==> src/rtl/core/tach_pkg.sv <==
// shared types and constants for the tachometer rpm core
`timescale 1ns / 1ps

package tach_pkg;

   localparam int COUNTER_WIDTH_DEFAULT = 16;
   localparam int CAPTURE_W = 16;
   localparam int PERIOD_OUT_W = 16;
   localparam int RPM_W = 26;
   localparam int THRESH_W = 16;
   localparam int CSR_INDEX_W = 2;
   localparam int QUEUE_DEPTH = 2;

   // one minute in 1 MHz ticks, the dividend of every speed calculation
   localparam logic [RPM_W-1:0] USEC_PER_MINUTE = RPM_W'(60000000);

   // restoring divide retires one quotient bit a cycle
   localparam int DIV_STEPS = RPM_W;
   localparam int STEP_W = $clog2(DIV_STEPS);

   typedef enum logic [CSR_INDEX_W-1:0] {
      CSR_WARNING_RPM = 2'd0,
      CSR_ALARM_RPM   = 2'd1
   } csr_index_type;

   typedef enum logic [1:0] {
      LEVEL_NONE    = 2'd0,
      LEVEL_WARNING = 2'd1,
      LEVEL_ALARM   = 2'd2
   } level_type;

   typedef enum logic [1:0] {
      BACK_IDLE,
      BACK_DIVIDE,
      BACK_CLASSIFY,
      BACK_RESULT
   } back_state_type;

   typedef struct packed {
      logic full;
      logic empty;
   } queue_status_type;

endpackage

==> src/rtl/core/tach_front.sv <==
// front end: takes capture transfers and forms the period against the previous capture
`timescale 1ns / 1ps

module tach_front
   import tach_pkg::*;
#(
   parameter int COUNTER_WIDTH = COUNTER_WIDTH_DEFAULT
) (
   input  logic                     clock,
   input  logic                     reset,
   input  logic                     req_valid,
   output logic                     req_stall,
   input  logic [CAPTURE_W-1:0]     req_capture_time,
   input  queue_status_type         queue_status,
   output logic                     push,
   output logic [COUNTER_WIDTH-1:0] push_period
);

   logic [COUNTER_WIDTH-1:0] prev_capture_ff;
   logic [COUNTER_WIDTH-1:0] prev_capture_in;
   logic [31:0]              capture_ext;
   logic [COUNTER_WIDTH-1:0] now;

   // capture folded into the counter width
   assign capture_ext = 32'(req_capture_time);
   assign now         = capture_ext[COUNTER_WIDTH-1:0];

   assign req_stall   = queue_status.full;
   assign push        = req_valid && !queue_status.full;
   assign push_period = now - prev_capture_ff;

   assign prev_capture_in = push ? now : prev_capture_ff;

   always_ff @(posedge clock) begin
      if (reset) begin
         prev_capture_ff <= '0;
      end else begin
         prev_capture_ff <= prev_capture_in;
      end
   end

endmodule

==> src/rtl/core/tach_queue.sv <==
// short period queue between front and back ends
`timescale 1ns / 1ps

module tach_queue
   import tach_pkg::*;
#(
   parameter int COUNTER_WIDTH = COUNTER_WIDTH_DEFAULT
) (
   input  logic                     clock,
   input  logic                     reset,
   input  logic                     push,
   input  logic [COUNTER_WIDTH-1:0] push_period,
   input  logic                     pop,
   output logic [COUNTER_WIDTH-1:0] head_period,
   output queue_status_type         queue_status
);

   localparam int PTR_W = (QUEUE_DEPTH > 1) ? $clog2(QUEUE_DEPTH) : 1;
   localparam int CNT_W = $clog2(QUEUE_DEPTH + 1);

   logic [COUNTER_WIDTH-1:0] slot_ff [QUEUE_DEPTH];
   logic [PTR_W-1:0]         wr_ptr_ff, wr_ptr_in;
   logic [PTR_W-1:0]         rd_ptr_ff, rd_ptr_in;
   logic [CNT_W-1:0]         count_ff, count_in;

   function automatic logic [PTR_W-1:0] ptr_next(input logic [PTR_W-1:0] ptr);
      logic [PTR_W-1:0] nxt;
      if (ptr == PTR_W'(QUEUE_DEPTH - 1)) begin
         nxt = '0;
      end else begin
         nxt = ptr + 1'b1;
      end
      return nxt;
   endfunction

   assign queue_status.full  = (count_ff == CNT_W'(QUEUE_DEPTH));
   assign queue_status.empty = (count_ff == '0);
   assign head_period        = slot_ff[rd_ptr_ff];

   always_comb begin
      wr_ptr_in = push ? ptr_next(wr_ptr_ff) : wr_ptr_ff;
      rd_ptr_in = pop ? ptr_next(rd_ptr_ff) : rd_ptr_ff;
      count_in  = count_ff;
      if (push && !pop) begin
         count_in = count_ff + 1'b1;
      end else if (pop && !push) begin
         count_in = count_ff - 1'b1;
      end
   end

   always_ff @(posedge clock) begin
      if (reset) begin
         wr_ptr_ff <= '0;
         rd_ptr_ff <= '0;
         count_ff  <= '0;
      end else begin
         wr_ptr_ff <= wr_ptr_in;
         rd_ptr_ff <= rd_ptr_in;
         count_ff  <= count_in;
      end
   end

   always_ff @(posedge clock) begin
      if (push) begin
         slot_ff[wr_ptr_ff] <= push_period;
      end
   end

endmodule

==> src/rtl/core/tach_back.sv <==
// back end: iterative divide of one minute by the period, level classification, result register
`timescale 1ns / 1ps

module tach_back
   import tach_pkg::*;
#(
   parameter int COUNTER_WIDTH = COUNTER_WIDTH_DEFAULT
) (
   input  logic                     clock,
   input  logic                     reset,
   input  queue_status_type         queue_status,
   input  logic [COUNTER_WIDTH-1:0] head_period,
   output logic                     pop,
   input  logic [THRESH_W-1:0]      warning_rpm,
   input  logic [THRESH_W-1:0]      alarm_rpm,
   output logic                     rsp_valid,
   input  logic                     rsp_stall,
   output logic [PERIOD_OUT_W-1:0]  rsp_period_ticks,
   output logic [RPM_W-1:0]         rsp_rpm,
   output logic [1:0]               rsp_alarm_level
);

   back_state_type state_ff, state_in;

   logic [COUNTER_WIDTH-1:0] period_ff, period_in;
   logic [COUNTER_WIDTH-1:0] rem_ff, rem_in;
   logic [RPM_W-1:0]         quo_ff, quo_in;
   logic [STEP_W-1:0]        step_ff, step_in;
   logic [RPM_W-1:0]         last_rpm_ff, last_rpm_in;
   level_type                level_ff, level_in;

   logic [COUNTER_WIDTH:0]   trial;
   logic [COUNTER_WIDTH:0]   diff;
   logic                     fits;
   logic [RPM_W-1:0]         quo_step;
   logic                     last_step;
   logic                     zero_period;
   logic [31:0]              period_ext;

   // one restoring step: dividend bit from the top of quo, quotient bit into the bottom
   assign trial     = {rem_ff, quo_ff[RPM_W-1]};
   assign diff      = trial - {1'b0, period_ff};
   assign fits      = !diff[COUNTER_WIDTH];
   assign quo_step  = {quo_ff[RPM_W-2:0], fits};
   assign last_step = (step_ff == STEP_W'(DIV_STEPS - 1));

   assign zero_period = (head_period == '0);

   // next state
   always_comb begin
      state_in = state_ff;
      case (state_ff)
         BACK_IDLE: begin
            if (!queue_status.empty) begin
               state_in = zero_period ? BACK_RESULT : BACK_DIVIDE;
            end
         end
         BACK_DIVIDE: begin
            if (last_step) begin
               state_in = BACK_CLASSIFY;
            end
         end
         BACK_CLASSIFY: begin
            state_in = BACK_RESULT;
         end
         BACK_RESULT: begin
            if (!rsp_stall) begin
               state_in = BACK_IDLE;
            end
         end
         default: begin
            state_in = BACK_IDLE;
         end
      endcase
   end

   // outputs
   always_comb begin
      pop       = 1'b0;
      rsp_valid = 1'b0;
      case (state_ff)
         BACK_IDLE:   pop       = !queue_status.empty;
         BACK_RESULT: rsp_valid = 1'b1;
         default: begin
            pop       = 1'b0;
            rsp_valid = 1'b0;
         end
      endcase
   end

   // datapath
   always_comb begin
      period_in   = period_ff;
      rem_in      = rem_ff;
      quo_in      = quo_ff;
      step_in     = step_ff;
      last_rpm_in = last_rpm_ff;
      level_in    = level_ff;
      case (state_ff)
         BACK_IDLE: begin
            period_in = head_period;
            rem_in    = '0;
            quo_in    = USEC_PER_MINUTE;
            step_in   = '0;
            level_in  = LEVEL_NONE;
         end
         BACK_DIVIDE: begin
            rem_in  = fits ? diff[COUNTER_WIDTH-1:0] : trial[COUNTER_WIDTH-1:0];
            quo_in  = quo_step;
            step_in = step_ff + 1'b1;
            if (last_step) begin
               last_rpm_in = quo_step;
            end
         end
         BACK_CLASSIFY: begin
            if (last_rpm_ff >= RPM_W'(alarm_rpm)) begin
               level_in = LEVEL_ALARM;
            end else if (last_rpm_ff >= RPM_W'(warning_rpm)) begin
               level_in = LEVEL_WARNING;
            end else begin
               level_in = LEVEL_NONE;
            end
         end
         default: begin
            level_in = level_ff;
         end
      endcase
   end

   always_ff @(posedge clock) begin
      if (reset) begin
         state_ff    <= BACK_IDLE;
         last_rpm_ff <= '0;
      end else begin
         state_ff    <= state_in;
         last_rpm_ff <= last_rpm_in;
      end
   end

   always_ff @(posedge clock) begin
      period_ff <= period_in;
      rem_ff    <= rem_in;
      quo_ff    <= quo_in;
      step_ff   <= step_in;
      level_ff  <= level_in;
   end

   always_comb begin
      period_ext                    = '0;
      period_ext[COUNTER_WIDTH-1:0] = period_ff;
   end

   assign rsp_period_ticks = period_ext[PERIOD_OUT_W-1:0];
   assign rsp_rpm          = last_rpm_ff;
   assign rsp_alarm_level  = level_ff;

endmodule

==> src/rtl/core/tach_rpm_with_alarm_levels_core.sv <==
// top level of the tachometer period to rpm core with alarm levels
`timescale 1ns / 1ps

//  channel | direction | handshake           | payload
//  --------+-----------+---------------------+--------------------------------
//  req     | in        | req_valid/req_stall | capture_time
//  rsp     | out       | rsp_valid/rsp_stall | period_ticks, rpm, alarm_level
//  csr     | in        | csr_valid/csr_ready | csr_index, csr_wdata
//
//  an edge with a nonzero period goes through the back end in order: the pop, the
//  bit-a-cycle restoring divide of 60e6 by the period, the classify step and the
//  result stage; a zero period goes from the pop straight to the result stage
//  synchronous active-high reset: previous capture and held rpm go to zero,
//  both thresholds to 65535, queue and back end to empty and idle
//  req_stall rises only when the two-entry period queue is full; rsp_stall holds
//  the result register and the back end, the front keeps filling the queue

module tach_rpm_with_alarm_levels_core
   import tach_pkg::*;
#(
   parameter int COUNTER_WIDTH = COUNTER_WIDTH_DEFAULT
) (
   input  logic                    clock,
   input  logic                    reset,
   // input channel
   input  logic                    req_valid,
   output logic                    req_stall,
   input  logic [CAPTURE_W-1:0]    req_capture_time,
   // result channel
   output logic                    rsp_valid,
   input  logic                    rsp_stall,
   output logic [PERIOD_OUT_W-1:0] rsp_period_ticks,
   output logic [RPM_W-1:0]        rsp_rpm,
   output logic [1:0]              rsp_alarm_level,
   // register writes
   input  logic                    csr_valid,
   output logic                    csr_ready,
   input  logic [CSR_INDEX_W-1:0]  csr_index,
   input  logic [THRESH_W-1:0]     csr_wdata
);

   // threshold registers
   logic [THRESH_W-1:0] warning_rpm_ff, warning_rpm_in;
   logic [THRESH_W-1:0] alarm_rpm_ff, alarm_rpm_in;
   logic                csr_write;

   // front to queue
   logic                     push;
   logic [COUNTER_WIDTH-1:0] push_period;

   // queue to back
   logic                     pop;
   logic [COUNTER_WIDTH-1:0] head_period;
   queue_status_type         queue_status;

   // writes are always taken; unknown indices are dropped
   assign csr_ready = 1'b1;
   assign csr_write = csr_valid && csr_ready;

   always_comb begin
      warning_rpm_in = warning_rpm_ff;
      alarm_rpm_in   = alarm_rpm_ff;
      if (csr_write) begin
         case (csr_index)
            CSR_WARNING_RPM: warning_rpm_in = csr_wdata;
            CSR_ALARM_RPM:   alarm_rpm_in   = csr_wdata;
            default: begin
               warning_rpm_in = warning_rpm_ff;
               alarm_rpm_in   = alarm_rpm_ff;
            end
         endcase
      end
   end

   always_ff @(posedge clock) begin
      if (reset) begin
         warning_rpm_ff <= '1;
         alarm_rpm_ff   <= '1;
      end else begin
         warning_rpm_ff <= warning_rpm_in;
         alarm_rpm_ff   <= alarm_rpm_in;
      end
   end

   // period from successive captures, modulo the counter width
   tach_front #(
      .COUNTER_WIDTH(COUNTER_WIDTH)
   ) u_front (
      .clock           (clock),
      .reset           (reset),
      .req_valid       (req_valid),
      .req_stall       (req_stall),
      .req_capture_time(req_capture_time),
      .queue_status    (queue_status),
      .push            (push),
      .push_period     (push_period)
   );

   // decouples edge intake from the long divide
   tach_queue #(
      .COUNTER_WIDTH(COUNTER_WIDTH)
   ) u_queue (
      .clock       (clock),
      .reset       (reset),
      .push        (push),
      .push_period (push_period),
      .pop         (pop),
      .head_period (head_period),
      .queue_status(queue_status)
   );

   // divide, hold last speed on a zero period, classify against thresholds
   tach_back #(
      .COUNTER_WIDTH(COUNTER_WIDTH)
   ) u_back (
      .clock           (clock),
      .reset           (reset),
      .queue_status    (queue_status),
      .head_period     (head_period),
      .pop             (pop),
      .warning_rpm     (warning_rpm_ff),
      .alarm_rpm       (alarm_rpm_ff),
      .rsp_valid       (rsp_valid),
      .rsp_stall       (rsp_stall),
      .rsp_period_ticks(rsp_period_ticks),
      .rsp_rpm         (rsp_rpm),
      .rsp_alarm_level (rsp_alarm_level)
   );

endmodule
==> config.mk <==
export PLATFORM = sky130hd
export DESIGN_NAME = tach_rpm_with_alarm_levels_core
export DESIGN_NICKNAME = d
export VERILOG_FILES = /design/src/rtl/core/tach_pkg.sv /design/src/rtl/core/tach_front.sv /design/src/rtl/core/tach_queue.sv /design/src/rtl/core/tach_back.sv /design/src/rtl/core/tach_rpm_with_alarm_levels_core.sv
export SDC_FILE = /design/constraint.sdc
export NUM_CORES = 1
export LEC_CHECK = 0
export ABC_AREA = 1
export BUFFER_PORTS_ARGS = -buffer_cell sky130_fd_sc_hd__buf_2
export CORE_UTILIZATION = 25
export DETAILED_ROUTE_END_ITERATION = 10
export GPL_TIMING_DRIVEN = 0
export PLACE_DENSITY_LB_ADDON = 0.12
export SKIP_LAST_GASP = 1
export SLEW_MARGIN = 20
export SYNTH_ARGS = -nofsm -noshare
export SYNTH_HDL_FRONTEND = slang
export SYNTH_SLANG_ARGS = --single-unit
==> constraint.sdc <==
create_clock -name clock -period 2.6 [get_ports clock]
set_input_delay 0.26 -clock clock [delete_from_list [all_inputs] [get_ports clock]]
set_output_delay 0.26 -clock clock [all_outputs]
set_load 0.01 [all_outputs]
* Word level (Yosys, flattened, before mapping) *
Memory sizes are Yosys's and may differ from the RTL's. A register that Yosys moved wholly into a read port is not among the register bits.
Cells that the tools add are included.
Widths: inputs -> output; s select.

storage, ports and cells
  ROM bits = 0
  latch bits = 0
  memories = 1
  bits in writable memories = 32
  word-level logic and storage cells = 73
  flip-flop bits (word level) = 145

cells by class
  equal/unequal tests = 9
  magnitude comparators = 2
  bitwise operators = 0
  div/mod/pow operators = 0
  reductions and logical operators = 19
  mux-type cells = 22
  add/subtract/negate cells = 7
  multipliers = 0
  shift operators = 0

memories
  name             depth  bits a word  read ports  clocked after memory_dff  write ports  RTL line          RTL
  u_queue.slot_ff  2      16           1           1                         1            tach_queue.sv:21  logic [COUNTER_WIDTH-1:0] slot_ff [QUEUE_DEPTH];

operators with widths
  cell                 number
  $ge 26x16->1         2
  $pmux 26 s2          1
  $pmux 16 s2          1
  $sub 17x16->17       1
  $logic_not 16->1     1
  $mux 16              1
  $sub 16x16->16       1
  $mux 2               7
  $pmux 5 s2           1
  $mux 1               9
  $pmux 2 s4           1
  $eq 2x2->1 const B   3
  $logic_not 2->1      3
  $reduce_and 2->1     3
  $reduce_bool 2->1    3
  $add 5x1->5 const B  1
  $eq 5x5->1 const B   1
  $logic_not 1->1      5
  $eq 2x1->1 const B   2
  $ne 2x2->1 const B   2
  $pmux 2 s2           1
  $logic_and 1x1->1    3
  $reduce_and 3->1     1
  $add 1x1->1 const B  2
  other kinds (3)      3

* Depth between registers and ports, before layout *
Gate-level depths: netlist of run 1.

  depth after elaboration = 7
  mapped depth = 16

* Hierarchy *
Synthesis of run 1 repeated with hierarchy kept, for this count alone.

unflattened totals
  cell total of the unflattened synthesis = 1221
  area, all modules = 10069.7 sq um

modules (own cells, without submodules)
  module                           sequential area each (sq um)  area each (sq um)  times used  cells an instance
  tach_back                        2512.4                        5830.6             1           737
  tach_front                       320.3                         1541.5             1           253
  tach_queue                       1061.0                        1436.4             1           83
  tach_rpm_with_alarm_levels_core  640.6                         1261.2             1           148

* Worst setup path after synthesis of run 1 *
No wires, ideal clock.

  kind = register -> register
  from = reg u_back.state_ff[0]
  to = reg u_back.quo_ff[0], enable pin
  buffers on the path = 0
  stages on the path, launching flop included = 5
  slack = 0.070 ns
  clock period less this slack = 2.530 ns
  library setup time = 0.405 ns
  arrival time = 2.125 ns
  cell sequence = dfxtp_1 -> inv_1 -> ha_1 -> inv_1 -> nand2_1

between the ends
  longest elaborated chain between the ends = 2

RTL lines
  item                                           RTL line          RTL
  start: declaration                             tach_back.sv:23   back_state_type state_ff, state_in;
  start signal: assignment                       tach_back.sv:135  state_ff <= state_in;
  $eq 2x1->1 or $logic_not 2->1 (tied branches)  tach_back.sv:99   case (state_ff)
  $reduce_bool 2->1 (no source line) *           --
  end signal: assignment                         tach_back.sv:143  quo_ff <= quo_in;
  end: declaration                               tach_back.sv:27   logic [RPM_W-1:0] quo_ff, quo_in;

Mark *: on every way between the ends. The rest lies on a longest branch, timed or not.
A chain may end at the register's enable or synchronous reset.

* Worst setup path after layout of run 1 *
  from = reg u_back.quo_ff[25]
  to = reg u_back.rem_ff[10], data pin

between the ends
  longest elaborated chain between the ends = 3

RTL lines
  item                    RTL line          RTL
  $sub 17x16->17          tach_back.sv:42   assign diff = trial - {1'b0, period_ff};
  $mux 16                 tach_back.sv:108  rem_in = fits ? diff[COUNTER_WIDTH-1:0] : trial[COUNTER_WIDTH-1:0];
  $pmux 16 s2             tach_back.sv:99
  end signal: assignment  tach_back.sv:142  rem_ff <= rem_in;
  end: declaration        tach_back.sv:26   logic [COUNTER_WIDTH-1:0] rem_ff, rem_in;

No other way between the ends.

==> metrics, run 1 <==
status finished with violations; violated checks DRC; slowest stage cell, crit path edfxtp_1; FF-to-FF setup slack 0.16 ns; Most Frequent Cell on Critical Path nand2_4; reg2reg end u_back.rem_ff[10]$_SDFFCE_PN0P_; CP Cell Sequence inv_1 -> ha_1 -> inv_1 -> fa_2 -> nand2_1 -> nand2_1 -> nand3_1 -> nand2_2 -> nand2_4 -> nand2_4 -> nand2_2 -> nand2_4 -> buf_12 -> nor2_2 -> nor2_2; hold slack approximately 0.066 ns; Mapped Nets 1232; DR iter-0 viols 320; Synth-to-Final Area Change 18.1%; Worst setup startpoint u_back.quo_ff[25]$_SDFFCE_PN1P_; first-pass iteration count of the detailed router 7; Clock Root Buffer clkbuf_16; hold depth 3; Crit Path Category reg2reg; Final WS setup about 0.16 ns; synth warn 0; cell area power density 1080 mW/mm^2; CP arrival 2.63 ns; CP peak stage delay 0.43 ns; Synth Area in XOR/XNOR 2.30%; Fmax achieved slightly above 0.4 GHz; Synth Area in Compound Gates 10.4%; drt wl/cell 13.9 um; Worst Setup EP u_back.rem_ff[10]$_SDFFCE_PN0P_; die area 0.0388 sq mm; standard-cell rows between 70 and 80; GR Util All Layers 13.0%; EDFF count, synth 97; crit path launch type register; Max VDD drop 0.000425 V; post-DR vias/cell 4.14; CP bufs+invs 3; placed cells ~1700; chip height 197 um; PortBufs 83; sequential cell area fraction in the yosys report between 40% and 50%; die width between 150 and 200 um; Netlist cell types 44; first-pass GRT wire length 39100 um; post-placement setup slack -0.0445 ns; clock slew at reported path FFs around 0.070 ns; TritonCTS clock tree yes; post-route insts no fill about 1700; vias in the first global route 7138; DP Area 0.0106 sq mm; simple-gate share of the synthesized area between 20 and 25%; Worst Tran Pin Value ~0.7 ns; Yosys reg bits 178; initial antenna violation count 0; reg-to-reg startpoint u_back.quo_ff[25]$_SDFFCE_PN1P_; maxcap violations 0; hpwl dp 19100 um; Routed WL 24300 um; layout net count 1336; Final Hold Fails 0; crit end category register; initial core utilization 25.3%; Core Region 0.0376 sq mm; worst hold start csr_wdata[0]; stages on the worst setup path 15; Gate Count Post-Synth 1121; area of the mapped netlist 0.00951 sq mm; required time worst endpoint 2.79 ns; share of post-route cells with drive strength above 1 14.5%; Final Cycle Share 93.8%; Relative slew margins between 50% and 60%; Mean Syn Cell Area approximately 8.5 sq um; critical path's top delay family simple AND/OR/NAND/NOR gates; worst-path maximum fanout 10; antenna diode count 0; Hold Path Class in2reg; vias 7240; final estimated routing congestion in global placement 0.806; final worst path period need 2.44 ns; Post-synth ARST share 0%; RSZ-0062 raised after global routing no; main combinational cell family by area after synthesis simple AND/OR/NAND/NOR gates; Setup Viol. Count Final 0; CTS Buf Count 17; Top FF cell, synth edfxtp_1; post-synthesis mux area share 0%; adder-cell area share of the yosys netlist 9.63%; maximum clock insertion buffer count 2; largest net degree at the start of global routing 48; final core utilization 29.9%; worst-case reg-to-reg path depth 15; Max H-tree Level 4; Top Ports 86; Clock Skews between 0.015 and 0.02 ns; design area 0.0112 sq mm; DRC 2; clock latency on the worst-skew pair ~0.44 ns; Total Power 12.1 mW; Overflow after GRT 0; Slew Limit Fails 0; setup tns final 0 ns; TritonCTS Sinks 178; ANT nets after route 0; Leak a little over 5 nW
## cell families (layout without fill, tap and decap cells)
group,Yosys count,in the layout
flip-flops,178,178
XOR/XNOR,25,25
buffers and inverters,205,322
AND/OR/NAND/NOR,465,465
other,1,1
AO/OA/AOI/OAI,175,175
adder cells (fa/ha/maj),72,72
## area by class of cell
class | count | area (sq um)
Tap cell | 511 | 639
Clock buffer | 21 | 472
Clock inverter | 11 | 138
Buffer | 35 | 170
Timing Repair Buffer | 85 | 445
Sequential cell | 178 | 4530
Multi-Input combinational cell | 738 | 4190
Inverter | 170 | 638
Fill cell | 4078 | 26300
## worst register-to-register path: stages, from the launching register on
cell	delay (ns)
edfxtp_1	0.43
inv_1	0.08
ha_1	0.13
inv_1	0.07
fa_2	0.37
nand2_1	0.07
nand2_1	0.09
nand3_1	0.14
nand2_2	0.11
nand2_4	0.10
nand2_4	0.06
nand2_2	0.09
nand2_4	0.11
buf_12	0.18
nor2_2	0.12
nor2_2	0.05
## cell usage after synthesis, drive strengths merged (2+ instances only)
library cell	n	area (sq um)
clkbuf	24	90.1
nor3	7	51.3
fa	2	40.0
nor2	86	348
xnor2	7	61.3
o21ai	50	250
o211ai	32	240
nand3	53	275
buf	11	80.1
xor2	18	158
a21oi	86	445
or2	19	119
nand2	279	1100
dfxtp	81	1620
nand4	9	56.3
edfxtp	97	2910
nand3b	6	45.0
inv	169	634
o21a	3	22.5
ha	70	876
and2	4	25.0
## per-layer routing
metal	routed length, um	vias to the layer above	track usage, %
li1	-	3860	-
met1	12500	3300	18.1
met2	11100	64	21.1
met3	458	16	1.98
met4	240	0	3.27
met5	0	-	0
## sequential cells by signal (all words and copies together) (netlist names), 5 cells and up, named ones only
register                 cells
u_back.quo_ff               26
alarm_rpm_ff                16
u_back.step_ff               5
u_back.rsp_rpm              26
u_front.prev_capture_ff     16
u_back.rem_ff               16
warning_rpm_ff              16
u_queue.slot_ff             32
u_back.rsp_period_ticks     16
## report_power, final
| group | internal (mW) | switching (mW) | total (mW) | leakage (nW) |
|---|---|---|---|---|
| clock network | 1.53 | 1.20 | 2.72 | 0.295 |
| registers | 3.99 | 0.372 | 4.36 | 1.62 |
| logic | 1.73 | 3.33 | 5.06 | 3.28 |
## worst min path at each step
stage	slack, ns	to
6_report	0.07	alarm_rpm_ff[0]$_SDFFE_PP1P_
5_1_grt	0.07	warning_rpm_ff[4]$_SDFFE_PP1P_
4_1_cts	0.05	alarm_rpm_ff[0]$_SDFFE_PP1P_
3_5_place_dp	0.44	u_queue.rd_ptr_ff$_SDFFE_PP0P_
3_3_place_gp	0.43	u_queue.rd_ptr_ff$_SDFFE_PP0P_
2_1_floorplan	0.39	alarm_rpm_ff[0]$_SDFFE_PP1P_
## repair_timing
| item | in CTS | in global routing |
|---|---|---|
| pin swaps | 0 | 1 |
| hold buffers | 0 | 0 |
| buffers inserted | 0 | 0 |
| endpoints found under the setup margin | 1 | 12 |
| gates resized for setup | 1 | 2 |
| hold endpoints to repair | 0 | 0 |
## cells in the final DEF (no fill, tap or decap), types with 17 or more instances in the layout
cell / count
nand3_1: 51
o21ai_0: 49
buf_2: 89
clkbuf_1: 26
inv_1: 166
xor2_1: 18
a21oi_1: 84
ha_1: 69
dfxtp_1: 81
o211ai_1: 32
clkbuf_16: 18
edfxtp_1: 97
nor2_1: 74
or2_2: 17
nand2_1: 264
Power figures use the tool's default switching activity.
==> run 2, diff against run 1 <==
- CORE_MARGIN: not set -> 1.5
==> metrics, run 2 (synthesis results as in run 1) <==
status completed; worst-path maximum fanout 10 (unchanged); Routed WL 24600 um (+1.6%); most common cell after layout, fill and taps aside nand2_1; Top reg by flops u_queue.slot_ff; maximum clock insertion buffer count 2 (unchanged); worst hold start csr_wdata[0]; Clock Power Share 22.3% (about the same); CP arrival 2.62 ns (about the same); drt wl/cell 14.1 um (+1.6%); first-pass iteration count of the detailed router 4 (-3); required time worst endpoint 2.79 ns (about the same); initial antenna violation count 0 (unchanged); Max VDD drop 0.000484 V (+14%); cell area power density 1080 mW/mm^2 (about the same); Max H-tree Level 4 (unchanged); Slew Limit Fails 0 (unchanged); DP Area 0.0106 sq mm (unchanged); DR iter-0 viols 322 (+0.63%); maxcap violations 0 (unchanged); clock slew at reported path FFs 0.07 ns (about the same); Final Cycle Share 93.5% (-0.31 points); hpwl dp 19200 um (+0.78%); crit path launch type register; DRC 0 (-2); worst-case reg-to-reg path depth 15 (unchanged); antenna diode count 0 (unchanged); internal power 7.25 mW (about the same); layout net count 1336 (unchanged); vias in the first global route 7207 (+0.97%); Relative slew margins 53.1% (+0.80 points); initial core utilization 25.3% (unchanged); ANT nets after route 0 (unchanged); Clock Skews 0.00716 ns (-0.00864 ns); first-pass GRT wire length 39600 um (+1.3%); Worst setup startpoint u_back.quo_ff[25]$_SDFFCE_PN1P_; most frequent cells in the layout nand2_1 (264), inv_1 (166), edfxtp_1 (97); GR Util All Layers 13.1% (+0.11 points); PortBufs 83 (unchanged); CP peak stage delay 0.42 ns (about the same); Overflow after GRT 0 (unchanged); reg2reg end u_back.rem_ff[10]$_SDFFCE_PN0P_; slowest stage cell, crit path edfxtp_1; max reg flops 32 (unchanged); Worst Tran Pin Value 0.703 ns (-0.0120 ns); Most Frequent Cell on Critical Path nand2_4; Setup Viol. Count Final 0 (unchanged); largest net degree at the start of global routing 48 (unchanged); Crit Path Category reg2reg; die width 198 um (+0.51%); Core Region 0.0376 sq mm (unchanged); standard-cell rows 71 (unchanged); share of post-route cells with drive strength above 1 14.6% (+0.081 points); sequential power share 36.0% (about the same); stages on the worst setup path 15 (unchanged); crit end category register; hold slack 0.0669 ns (+0.000437 ns); switch share 40.3% (-0.069 points); chip height 198 um (+0.51%); critical path's top delay family simple AND/OR/NAND/NOR gates; Comb pwr share 41.7% (about the same); TritonCTS Sinks 178 (unchanged); post-DR vias/cell 4.18 (+0.91%); Filler Cells Inserted 4073 (-0.12%); Worst Setup EP u_back.rem_ff[10]$_SDFFCE_PN0P_; clock latency on the worst-skew pair 0.43 ns (about the same); Clock Root Buffer clkbuf_16; final worst path period need 2.43 ns (-0.00803 ns); switching power 4.89 mW (-0.23%); Hold Path Class in2reg; vias 7306 (+0.91%); Leak 5.20 nW (about the same); design area 0.0112 sq mm (-0.10%); RSZ-0062 raised after global routing no; setup bufs post-CTS 0 (unchanged); CP Cell Sequence inv_1 -> ha_1 -> inv_1 -> fa_2 -> nand2_1 -> nand2_1 -> nand3_2 -> nand2_2 -> nand2_4 -> nand2_4 -> nand2_2 -> nand2_4 -> buf_12 -> nor2_2 -> nor2_2; CP bufs+invs 3 (unchanged); Final Hold Fails 0 (unchanged); Fmax achieved 0.411 GHz (+0.33%); hold bufs inserted after CTS 0 (unchanged); TritonCTS clock tree yes; Top Ports 86 (unchanged); CTS Buf Count 17 (unchanged); reg-to-reg startpoint u_back.quo_ff[25]$_SDFFCE_PN1P_; FF-to-FF setup slack 0.17 ns (about the same); Synth-to-Final Area Change 18.0%; final estimated routing congestion in global placement 0.796 (-1.3%); die area 0.0392 sq mm (+1.0%)
==> run 2: cell count changes in the layout (fill, tap and decap cells not counted), sizes merged <==
cell | before | now
bufinv | 2 | 3
clkbuf | 45 | 43
clkinv | 3 | 9
inv | 175 | 170
==> run 2: power by group through the flow <==
| stage | logic (mW) | registers, mW | clock network (mW) |
|---|---|---|---|
| detailed placement | 5.15 | 4.44 | 0 |
| global route | 5.86 | 4.46 | 2.89 |
| floorplan | 3.69 | 4.37 | 0 |
| global placement | 5.10 | 4.46 | 0 |
| finish | 5.06 | 4.37 | 2.70 |
| CTS | 5.17 | 4.38 | 2.80 |
==> run 2: layer usage <==
metal	vias to the layer above	track usage [%]	share of wire [%]
li1	3858	-	-
met1	3369	18.2	51
met2	63	21.2	46
met3	16	1.92	1.7
met4	0	3.82	1.2
met5	-	0	0
==> run 2: worst min path at each step <==
stage	cells past startpoint	to	slack, ns
finish	3	alarm_rpm_ff[0]$_SDFFE_PP1P_	0.07
global route	3	alarm_rpm_ff[13]$_SDFFE_PP1P_	0.05
CTS	3	alarm_rpm_ff[0]$_SDFFE_PP1P_	0.04
detailed placement	1	u_queue.rd_ptr_ff$_SDFFE_PP0P_	0.45
global placement	1	u_queue.rd_ptr_ff$_SDFFE_PP0P_	0.43
floorplan	2	alarm_rpm_ff[0]$_SDFFE_PP1P_	0.39
==> run 2: layout make-up <==
type                    count  area (sq um)  share of cell area (%)
flip-flops and latches    178          4530                    40.4
clock inverters            13           160                    1.43
inverters                 170           638                    5.69
plain buffers              35           170                    1.52
clock buffers              19           443                    3.95
multi-input cells         738          4190                    37.3
repair buffers             85           445                    3.97
well taps                 511           639                    5.70
==> run 2: timing repair <==
| action | in CTS | in global routing |
|---|---|---|
| endpoints found under the setup margin | 1 | 12 |
| pin swaps | 0 | 1 |
| gates resized for setup | 1 | 2 |
==> run 2: through the flow <==
| step | setup TNS [ns] | total power [mW] | utilization [%] | setup slack (ns) | instances |
|---|---|---|---|---|---|
| floorplan | 0 | 8.05 | - | 0.0700 | 1121 |
| global placement | -47.92 | 9.56 | 28.1 | -0.962 | 1715 |
| detailed placement | -0.0396 | 9.59 | 28.2 | -0.0396 | 1717 |
| CTS | 0 | 12.4 | 29.8 | 0.0435 | 1749 |
| global route | 0 | 13.2 | 29.9 | 0.00138 | 1749 |
| finish | 0 | 12.1 | 29.9 | 0.170 | 1749 |
==> run 2: worst register-to-register path, cell delays in order (launching register included) <==
cell and delay [ns]:
edfxtp_1 0.42, inv_1 0.08, ha_1 0.13, inv_1 0.08, fa_2 0.37, nand2_1 0.07, nand2_1 0.11, nand3_2 0.11
nand2_2 0.10, nand2_4 0.10, nand2_4 0.06, nand2_2 0.09, nand2_4 0.11, buf_12 0.18, nor2_2 0.13, nor2_2 0.05
==> run 3, diff against run 2 <==
- CORE_ASPECT_RATIO: not set -> 1.5
- SKIP_LAST_GASP: 1 -> not set
==> metrics, run 3 (synthesis results as in run 1) <==
GR Util All Layers 13.3% (+0.20 points); design area 0.0112 sq mm (-0.18%); Core Region 0.0376 sq mm (about the same); crit path launch type register; largest net degree at the start of global routing 48 (unchanged); Slew Limit Fails 0 (unchanged); PortBufs 83 (unchanged); post-DR vias/cell 4.22 (+1.1%); Clock Root Buffer clkbuf_16; CP bufs+invs 3 (unchanged); worst-path maximum fanout 10 (unchanged); chip height 242 um (+22%); maxcap violations 0 (unchanged); critical path's top delay family simple AND/OR/NAND/NOR gates; required time worst endpoint 2.81 ns (+0.02 ns); Final Cycle Share 92.7% (-0.75 points); most common cell after layout, fill and taps aside nand2_1; Clock Skews 0.0101 ns (+0.00290 ns); sequential power share 35.7% (-0.3 points); Relative slew margins 54.4% (+1.3 points); CP arrival 2.62 ns (about the same); TritonCTS Sinks 178 (unchanged); layout net count 1339 (+0.22%); worst hold start csr_wdata[0]; CP peak stage delay 0.49 ns (+0.07 ns); internal power 7.20 mW (-0.63%); final worst path period need 2.41 ns (-0.0194 ns); maximum clock insertion buffer count 2 (unchanged); DP Area 0.0106 sq mm (-0.33%); reg-to-reg startpoint u_back.quo_ff[25]$_SDFFCE_PN1P_; TritonCTS clock tree yes; Comb pwr share 43.3% (+1.6 points); DRC 0 (unchanged); Crit Path Category reg2reg; initial antenna violation count 0 (unchanged); antenna diode count 0 (unchanged); die area 0.0392 sq mm (about the same); hold slack 0.0427 ns (-0.0241 ns); final estimated routing congestion in global placement 0.782 (-1.7%); vias in the first global route 7466 (+3.6%); Routed WL 25100 um (+1.8%); die width 162 um (-18%); ANT nets after route 0 (unchanged); hpwl dp 19900 um (+3.7%); crit end category register; drt wl/cell 14.5 um (+2.9%); Final Hold Fails 0 (unchanged); stages on the worst setup path 15 (unchanged); Final WS setup 0.189 ns (+0.0194 ns); hold bufs inserted after CTS 0 (unchanged); switching power 4.95 mW (+1.2%); worst-case reg-to-reg path depth 15 (unchanged); Top Ports 86 (unchanged); DR iter-0 viols 352 (+9.3%); final core utilization 29.8% (-0.035 points); cell area power density 1080 mW/mm^2 (+0.30%); Most Frequent Cell on Critical Path nand2_4; Max VDD drop 0.000450 V (-7.0%); post-placement setup slack -0.110 ns (-0.0702 ns); clock slew at reported path FFs 0.07 ns (about the same); Hold Path Class in2reg; Synth-to-Final Area Change 17.8%; switch share 40.7% (+0.45 points); hold endpoint alarm_rpm_ff[0]$_SDFFE_PP1P_; vias 7304 (-0.027%); Top reg by flops u_queue.slot_ff; clock latency on the worst-skew pair 0.45 ns (+0.02 ns); standard-cell rows 87 (+23%); first-pass GRT wire length 40000 um (+0.94%); CP Cell Sequence inv_1 -> ha_1 -> inv_1 -> fa_2 -> nand2_1 -> nand2_1 -> nand3_2 -> nand2_2 -> nand2_4 -> nand2_4 -> nand2_2 -> nand2_4 -> buf_12 -> nor2_2 -> nor2_2; Overflow after GRT 0 (unchanged); Max H-tree Level 4 (unchanged); initial core utilization 25.3% (about the same); FF-to-FF setup slack 0.19 ns (+0.02 ns); CTS Buf Count 17 (unchanged); RSZ-0062 raised after global routing no; status completed; Worst Tran Pin Value 0.684 ns (-0.0193 ns); Clock Power Share 21.0% (-1.3 points); Leak 5.21 nW (+0.28%); slowest stage cell, crit path edfxtp_1; most frequent cells in the layout nand2_1 (264), inv_1 (167), edfxtp_1 (97); hold depth 3 (unchanged); reg2reg end u_back.rem_ff[10]$_SDFFCE_PN0P_; first-pass iteration count of the detailed router 4 (unchanged); share of post-route cells with drive strength above 1 14.7% (+0.13 points); Fmax achieved 0.415 GHz (+0.81%); max reg flops 32 (unchanged); Setup Viol. Count Final 0 (unchanged)
==> run 3: cell count changes in the layout (fill, tap and decap cells not counted), moves of 2 or more <==
cell,change
clkbuf_16,+2
buf_4,+2
bufinv_16,-3
inv_4,+2
==> run 3: power groups by stage <==
| stage | clock, mW | combinational [mW] | sequential, mW |
|---|---|---|---|
| after floorplan | 0 | 3.69 | 4.37 |
| after global placement | 0 | 5.19 | 4.43 |
| after detailed placement | 0 | 5.22 | 4.41 |
| after CTS | 2.65 | 5.31 | 4.35 |
| after global routing | 2.73 | 6.03 | 4.42 |
| final | 2.55 | 5.26 | 4.33 |
==> run 3: layout make-up <==
class	count	area, sq um
Tap cell	489	612
Sequential cell	178	4530
Buffer	35	174
Clock buffer	22	497
Fill cell	4073	26400
Inverter	170	638
Clock inverter	10	72.6
Multi-Input combinational cell	738	4200
Timing Repair Buffer	88	473
==> run 3: worst reg2reg max path, stage by stage (launching register included) <==
cell	delay (ns)
edfxtp_1	0.49
inv_1	0.10
ha_1	0.14
inv_1	0.07
fa_2	0.36
nand2_1	0.07
nand2_1	0.08
nand3_2	0.10
nand2_2	0.10
nand2_4	0.10
nand2_4	0.06
nand2_2	0.09
nand2_4	0.08
buf_12	0.16
nor2_2	0.12
nor2_2	0.05
==> run 3: stage by stage <==
stage,std cells,power [mW],setup TNS (ns)
6_report,1730,12.1,0
3_3_place_gp,1693,9.62,-53.51
3_5_place_dp,1695,9.63,-0.198
2_1_floorplan,1121,8.05,0
5_1_grt,1730,13.2,0
4_1_cts,1729,12.3,0
==> run 3: worst max path at each step <==
stage	start	to
after floorplan	u_back.state_ff[0]$_SDFFE_PP0P_	u_back.quo_ff[0]$_SDFFCE_PN0P_
after global placement	u_back.state_ff[0]$_SDFFE_PP0P_	u_back.rem_ff[1]$_SDFFCE_PN0P_
after detailed placement	u_back.state_ff[0]$_SDFFE_PP0P_	u_queue.count_ff[1]$_SDFFE_PP0P_
after CTS	u_back.quo_ff[25]$_SDFFCE_PN1P_	u_back.rem_ff[10]$_SDFFCE_PN0P_
after global routing	u_back.quo_ff[25]$_SDFFCE_PN1P_	u_back.rem_ff[10]$_SDFFCE_PN0P_
final	u_back.quo_ff[25]$_SDFFCE_PN1P_	u_back.rem_ff[10]$_SDFFCE_PN0P_
==> run 3: what timing repair did <==
item / in CTS / in global routing
setup endpoints to repair: 7 / 9
gates resized for setup: 3 / 3
pin swaps: 1 / 1
setup buffers: 2 / 1
hold endpoints to repair: 0 / 0
==> run 3: metal layers <==
metal  wire length (um)  vias up  global-route usage, %
met4                391        0                   4.07
met1               9840     3324                   13.5
met2              13900       86                   26.2
met3                910       22                   3.21
li1                   -     3872                      -
met5                  0        -                      0
